===== src/sv/mfa_pkg.sv =====
package mfa_pkg;

	localparam int FRAC_BITS = 16;

	localparam int IN_W    = 32;
	localparam int OMEGA_W = 31;
	localparam int OUT_W   = 48;
	localparam int ACC_W   = 64;

	localparam int DRE_W = IN_W + 1;
	localparam int DIM_W = IN_W + 2;
	localparam int MAG_W = IN_W;
	localparam int NUM_W = MAG_W + 2 * FRAC_BITS;
	localparam int DEN_W = 2 * IN_W + 2;
	localparam int Q_W   = 2 * FRAC_BITS + 1;
	localparam int R_W   = Q_W + 1;
	localparam int P_W   = 2 * IN_W + 1;
	localparam int PQ_W  = P_W - FRAC_BITS;
	localparam int HI_W  = IN_W;
	localparam int LO_W  = PQ_W - HI_W;
	localparam int MUL_A = (R_W > DIM_W) ? R_W : DIM_W;
	localparam int MUL_W = (MUL_A > LO_W + 1) ? MUL_A : LO_W + 1;
	localparam int T_W   = R_W + PQ_W + 1;
	localparam int TS_W  = T_W - FRAC_BITS;
	localparam int SUM_W = TS_W + 1;
	localparam int CNT_W = $clog2(NUM_W + 1);

	localparam int S_TDATA_W = ((6 * IN_W + OMEGA_W + 7) / 8) * 8;
	localparam int M_TDATA_W = 2 * OUT_W;
	localparam int M_TUSER_W = 2;

	localparam int STEP_W     = 4;
	localparam int PROD_STEPS = 6;
	localparam int TERM_STEPS = 8;

	typedef enum logic [2:0] {
		A_DRE, A_DIM, A_VNR, A_VNI, A_PQR_LO, A_PQR_HI, A_PQI_LO, A_PQI_HI
	} a_sel_t;

	typedef enum logic [2:0] {
		B_DRE, B_DIM, B_VMR, B_VMI, B_RRE, B_RIM
	} b_sel_t;

	typedef enum logic [1:0] {
		OP_LOAD, OP_ADD, OP_SUB
	} op_t;

	typedef enum logic [2:0] {
		T_DEN, T_PR, T_PI, T_TR, T_TI
	} tgt_t;

	typedef struct packed {
		logic   load;
		logic   mul_en;
		a_sel_t a_sel;
		b_sel_t b_sel;
		op_t    op;
		logic   shift_hi;
		tgt_t   tgt;
		logic   div_start;
		logic   set_singular;
		logic   acc_update;
		logic   emit;
	} dp_cmd_t;

	typedef struct packed {
		logic den_zero;
		logic div_done;
		logic last;
		logic out_busy;
	} dp_stat_t;

endpackage


===== src/sv/mfa_ctrl.sv =====
module mfa_ctrl import mfa_pkg::*; (
	input  logic     clk,
	input  logic     arst_n,
	input  logic     s_tvalid,
	output logic     s_tready,
	input  dp_stat_t stat,
	output dp_cmd_t  cmd
);

	typedef enum logic [6:0] {
		S_IDLE = 7'b0000001,
		S_PROD = 7'b0000010,
		S_CHK  = 7'b0000100,
		S_DIV  = 7'b0001000,
		S_TERM = 7'b0010000,
		S_ACC  = 7'b0100000,
		S_FIN  = 7'b1000000
	} state_t;

	state_t            state_q, state_d;
	logic [STEP_W-1:0] step_q, step_d;

	always_ff @(posedge clk or negedge arst_n) begin
		if (!arst_n) begin
			state_q <= S_IDLE;
			step_q  <= '0;
		end else begin
			state_q <= state_d;
			step_q  <= step_d;
		end
	end

	always_comb begin
		state_d  = state_q;
		step_d   = step_q;
		cmd      = '0;
		s_tready = 1'b0;
		case (state_q)
			S_IDLE: begin
				s_tready = 1'b1;
				cmd.load = s_tvalid;
				if (s_tvalid) begin
					state_d = S_PROD;
					step_d  = '0;
				end
			end
			S_PROD: begin
				// denominator, then the complex product of the mode vector entries
				cmd.mul_en = (step_q < STEP_W'(PROD_STEPS));
				case (step_q)
					STEP_W'(0): begin
						cmd.a_sel = A_DRE; cmd.b_sel = B_DRE; cmd.op = OP_LOAD; cmd.tgt = T_DEN;
					end
					STEP_W'(1): begin
						cmd.a_sel = A_DIM; cmd.b_sel = B_DIM; cmd.op = OP_ADD; cmd.tgt = T_DEN;
					end
					STEP_W'(2): begin
						cmd.a_sel = A_VNR; cmd.b_sel = B_VMR; cmd.op = OP_LOAD; cmd.tgt = T_PR;
					end
					STEP_W'(3): begin
						cmd.a_sel = A_VNI; cmd.b_sel = B_VMI; cmd.op = OP_SUB; cmd.tgt = T_PR;
					end
					STEP_W'(4): begin
						cmd.a_sel = A_VNR; cmd.b_sel = B_VMI; cmd.op = OP_LOAD; cmd.tgt = T_PI;
					end
					STEP_W'(5): begin
						cmd.a_sel = A_VNI; cmd.b_sel = B_VMR; cmd.op = OP_ADD; cmd.tgt = T_PI;
					end
					default: ;
				endcase
				if (step_q == STEP_W'(PROD_STEPS)) begin
					state_d = S_CHK;
					step_d  = '0;
				end else begin
					step_d = step_q + 1'b1;
				end
			end
			S_CHK: begin
				if (stat.den_zero) begin
					cmd.set_singular = 1'b1;
					state_d          = S_FIN;
				end else begin
					cmd.div_start = 1'b1;
					state_d       = S_DIV;
				end
			end
			S_DIV: begin
				if (stat.div_done)
					state_d = S_TERM;
			end
			S_TERM: begin
				// each wide factor goes through the multiplier as a low and a high part
				cmd.mul_en = (step_q < STEP_W'(TERM_STEPS));
				case (step_q)
					STEP_W'(0): begin
						cmd.a_sel = A_PQR_LO; cmd.b_sel = B_RRE; cmd.op = OP_LOAD; cmd.tgt = T_TR;
					end
					STEP_W'(1): begin
						cmd.a_sel = A_PQR_HI; cmd.b_sel = B_RRE; cmd.op = OP_ADD; cmd.tgt = T_TR;
						cmd.shift_hi = 1'b1;
					end
					STEP_W'(2): begin
						cmd.a_sel = A_PQI_LO; cmd.b_sel = B_RIM; cmd.op = OP_SUB; cmd.tgt = T_TR;
					end
					STEP_W'(3): begin
						cmd.a_sel = A_PQI_HI; cmd.b_sel = B_RIM; cmd.op = OP_SUB; cmd.tgt = T_TR;
						cmd.shift_hi = 1'b1;
					end
					STEP_W'(4): begin
						cmd.a_sel = A_PQR_LO; cmd.b_sel = B_RIM; cmd.op = OP_LOAD; cmd.tgt = T_TI;
					end
					STEP_W'(5): begin
						cmd.a_sel = A_PQR_HI; cmd.b_sel = B_RIM; cmd.op = OP_ADD; cmd.tgt = T_TI;
						cmd.shift_hi = 1'b1;
					end
					STEP_W'(6): begin
						cmd.a_sel = A_PQI_LO; cmd.b_sel = B_RRE; cmd.op = OP_ADD; cmd.tgt = T_TI;
					end
					STEP_W'(7): begin
						cmd.a_sel = A_PQI_HI; cmd.b_sel = B_RRE; cmd.op = OP_ADD; cmd.tgt = T_TI;
						cmd.shift_hi = 1'b1;
					end
					default: ;
				endcase
				if (step_q == STEP_W'(TERM_STEPS)) begin
					state_d = S_ACC;
					step_d  = '0;
				end else begin
					step_d = step_q + 1'b1;
				end
			end
			S_ACC: begin
				cmd.acc_update = 1'b1;
				state_d        = S_FIN;
			end
			S_FIN: begin
				// for the item marked last, hold while an earlier result still waits for its transfer
				if (!stat.last) begin
					state_d = S_IDLE;
				end else if (!stat.out_busy) begin
					cmd.emit = 1'b1;
					state_d  = S_IDLE;
				end
			end
			default: begin
				state_d = S_IDLE;
				step_d  = '0;
			end
		endcase
	end

endmodule


===== config.mk =====
export PLATFORM = sky130hd
export DESIGN_NAME = mfa_ctrl
export DESIGN_NICKNAME = d
export VERILOG_FILES = /design/src/sv/mfa_pkg.sv /design/src/sv/mfa_ctrl.sv
export SDC_FILE = /design/constraint.sdc
export NUM_CORES = 1
export LEC_CHECK = 0
export ABC_AREA = 1
export BUFFER_PORTS_ARGS = -buffer_cell sky130_fd_sc_hd__buf_2
export CORE_ASPECT_RATIO = 0.75
export CORE_UTILIZATION = 31
export DETAILED_ROUTE_END_ITERATION = 7
export GPL_TIMING_DRIVEN = 0
export SYNTH_ARGS = -nofsm -noshare
export SYNTH_HDL_FRONTEND = slang
export SYNTH_SLANG_ARGS = --single-unit

===== constraint.sdc =====
create_clock -name clk -period 1.6 [get_ports clk]
set_input_delay 0.16 -clock clk [delete_from_list [all_inputs] [get_ports clk]]
set_output_delay 0.16 -clock clk [all_outputs]
set_load 0.03 [all_outputs]

# After elaboration in Yosys (flattened, before gate mapping)
# Index checks and enable logic that the tools add are counted.
[word_totals] ff_bits=11 elab_cells=64 inputBits=7
[op_classes] mux=29 n_lt_le_gt_ge=2 add_sub_neg=1 n_reduce_logical=9 bitwise=1 n_eq_ne=20
[ops] cell="one-hot mux 8 bit (8 select lines)" count=1
[ops] cell="two-way mux 7 bit" count=7
[ops] cell="one-hot mux 7 bit (7 select lines)" count=1
[ops] cell="one-hot mux 7 bit (5 select lines)" count=1
[ops] cell="one-hot mux 9 bit (2 select lines)" count=1
[ops] cell="== test 4 x 3 -> 1 bit, second input constant" count=4
[ops] cell="one-hot mux 4 bit (4 select lines)" count=1
[ops] cell="OR reduction 4 bit" count=4
[ops] cell="two-way mux 4 bit" count=3
[ops] cell="one-hot mux 3 bit (2 select lines)" count=2
[ops] cell="two-way mux 1 bit" count=10
[ops] cell="== test 4 x 2 -> 1 bit, second input constant" count=2
[ops] cell="!= test 2 bit, second input constant" count=4
[ops] cell="== test 7 x 1 -> 1 bit, second input constant" count=1
[ops] cell="== test 7 x 2 -> 1 bit, second input constant" count=1
[ops] cell="== test 7 x 3 -> 1 bit, second input constant" count=1
[ops] cell="== test 7 x 4 -> 1 bit, second input constant" count=1
[ops] cell="== test 7 x 5 -> 1 bit, second input constant" count=1
[ops] cell="== test 7 x 6 -> 1 bit, second input constant" count=1
[ops] cell="== test 7 bit, second input constant" count=1
[ops] cell="AND reduction 5 bit" count=1
[ops] cell="adder 4 x 1 -> 4 bit, second input constant" count=1
[ops] cell="== test 4 x 1 -> 1 bit, second input constant" count=1
[ops] cell="== test 4 bit, second input constant" count=1
[ops] cell="other kinds (9)" count=10

# Logic depth before layout (Yosys ltp)
[depth] depth_word=4 depth_mapped=9 ltp_nobuf=9

# Worst setup path after synthesis
# No wires, ideal clock.
[synth_timing] kind="reg2out" start="register state_q[1]" end="output cmd[14] (netlist bit)" t_arrival_ns=1.851 stages_incl_launch_ff=8 slack_ns=-0.411 t_required_ns=1.440 path_cell_list="dfrtp_1 > nor2_1 > nand2_2 > nor2_4 > inv_2 > nor2_4 > inv_2 > o21ai_0"
[synth_lines] element="start, declared" line_no="mfa_ctrl.sv:20" rtl="state_t state_q, state_d;"
[synth_lines] element="start signal, assigned" line_no="mfa_ctrl.sv:28" rtl="state_q <= state_d;"
[synth_lines] element="end, declared" line_no="mfa_ctrl.sv:7" rtl="output dp_cmd_t cmd"

==> reports/qor.csv <==
metric,value,unit
CTS buffer count,3,
Final Hold Vio Count,0,
"Seq/Total Area, Yosys",0.281,
Slew Limit Headroom,0.794,
number of synthesized register bits,11,
Clk pwr share,0.151,
crit path kind,register to primary output,
boundary pin count,26,
Initial DRC Count,47,
WHS,127,ps
crit path time final,1860,ps
Achievable Freq,537,MHz
crit start category,register,
GPL Wtd Cong,0.844,
Seq pwr share,0.218,
Layout area overhead,63.1,%
violations in the final reports,setup timing,
outcome,"complete, but fails checks",
max-slew violation count,0,
Sw Ratio,0.466,
maximum buffer depth of the clock tree,2,
worst-skew pair later-pin latency,240,ps
Remaining DRCs,0,
syn_area_per_cell,6.19,µm²
Sink Count,11,
Post-Syn Instances,159,
Final Skew,4.16,ps
internal power,0.994,mW
initial antenna violation count,0,
die height,50.8,µm
Synth cell types,19,
vias in the first global route,982,
Core Region,2980,µm²
vias per std cell,4.87,
worst vdd ir,618,µV
RSZ-0062 raised after global routing,true,
Nets,219,
WP data arrival,1700,ps
Min-Delay Path Class,primary input to register,
Mapped Nets,170,
Setup crit end kind,primary output,
Final setup viols,14,
fin worst setup slack,-261,ps
Port Buf Inserts,25,
period utilization,1.16,
"commonest non-fill, non-tap cell in the layout",nand2_1,
FP Rows,17,
Pre-antenna DRT Iters,4,
total power,1.86,mW
antenna cells,0,
WL final,3040,µm
Power Density,1160,nW/µm²
pin count of the biggest net entering global routing,12,
synth warn,0,
initial core utilization,0.330,
global-route wire length before repair,4420,µm
clock root buffer,clkbuf_8,
layout cells sized above 1,0.502,
"CTS clk-pin slew, worst paths",50,ps
GRT overflow,0,
final antenna-violating net count,0,
Logic pwr share,0.631,
maxcap violations,0,
critical path peak fanout,7,
chip width,67.0,µm
Leakage,0.834,nW
HPWL after DPL,1760,µm
synthesized area,983,µm²
switching power,0.866,mW
Critical Path RT,1440,ps
Routed WL per cell,12.4,µm
H-tree levels,1,
detailed-route via count,1193,
CTS tree,yes,
GRT Total Usage,0.176,
most frequent cells in the layout,"36 x nand2_1, 24 x nor2_1, 23 x buf_4, 14 x inv_2, 14 x inv_1",
Slew @ Worst Pin,307,ps
DIE AREA,3400,µm²
==> sequential cells by signal, summed over array words and instances, names as in the netlist <==
signal and flops:
state_q 7, step_q 4
==> path summary, 6_finish.rpt <==
check	from	end	slack, ps	cells after the start
min in group asynchronous	arst_n	state_q[5]$_DFFE_PN0P_	320	2
max in group asynchronous	arst_n	state_q[0]$_DFFE_PN1P_	1010	2
max reg2reg	state_q[0]$_DFFE_PN1P_	step_q[1]$_DFFE_PN0P_	60	9
min reg2reg	step_q[0]$_DFFE_PN0P_	step_q[0]$_DFFE_PN0P_	550	2
max	state_q[3]$_DFFE_PN0P_	cmd[14]	-260	9
min	stat[3]	state_q[3]$_DFFE_PN0P_	130	2
==> area by class of cell <==
type,count,area (µm²)
buffer,1,7.51
clock buffer,4,45.0
fill,273,1370
inverter,29,111
multi-input combinational,118,754
sequential,11,280
tap,38,47.5
timing repair buffer,44,358
==> kinds of logic after synthesis <==
logic type	Yosys count	synth area share
buf+inv	30	0.118
compound gates	16	0.0840
simple gates	97	0.457
flops	11	0.281
xor+xnor	1	0.00891
fa+ha+maj	4	0.0509
==> repair_timing <==
action	CTS	global route
endpoints found under the setup margin	18	19
gates resized for setup	48	28
pin swaps	8	8
gates cloned	0	0
endpoints found under the hold margin	10	0
hold buffers	1	0
setup buffers	12	6
==> critical path, stage by stage, from the launching register on <==
cell and delay [ps]:
dfrtp_1 400, nor2_4 160, buf_6 130, nand3_4 60, nor2_4 170, o21ai_2 80, buf_4 140, buf_6 110
o21ai_2 50, buf_6 140
==> per-stage QoR <==
step                area, µm²  worst slack [ps]  cells  TNS [ps]   util
finish                   1600              -261    245     -2330  0.539
global route             1600              -344    245     -3620  0.539
CTS                      1450              -183    239     -1990  0.488
detailed placement       1180              -199    222      -842  0.396
global placement         1180              -225    222      -913  0.396
floorplan                1010             -74.5    159      -328      -
==> power by group through the flow <==
stage | sequential (mW) | combinational, mW | clock [mW]
final | 0.405 | 1.17 | 0.281
after global routing | 0.412 | 1.27 | 0.300
after CTS | 0.386 | 0.976 | 0.288
after detailed placement | 0.390 | 0.741 | 0
after global placement | 0.389 | 0.747 | 0
after floorplan | 0.379 | 0.588 | 0
==> synth_stat cells, drive strengths merged <==
library cell | instances | area share
inv | 29 | 0.11
o21ai | 14 | 0.071
nand3b | 1 | 0.0076
buf | 1 | 0.0076
dfrtp | 10 | 0.25
nor2 | 41 | 0.19
dfstp | 1 | 0.027
a21oi | 1 | 0.0051
nand2 | 40 | 0.16
xor2 | 1 | 0.0089
o211ai | 1 | 0.0076
nand3 | 15 | 0.10
ha | 4 | 0.051
==> routing by layer <==
layer / vias to the layer above / part of all wire / GRT usage
met4: 0 / 0.042 / 0.0638
met2: 36 / 0.49 / 0.260
li1: 589 / - / -
met5: - / 0 / 0
met1: 554 / 0.43 / 0.243
met3: 14 / 0.044 / 0.0477
Note: power is estimated with default switching activity, not from simulation.
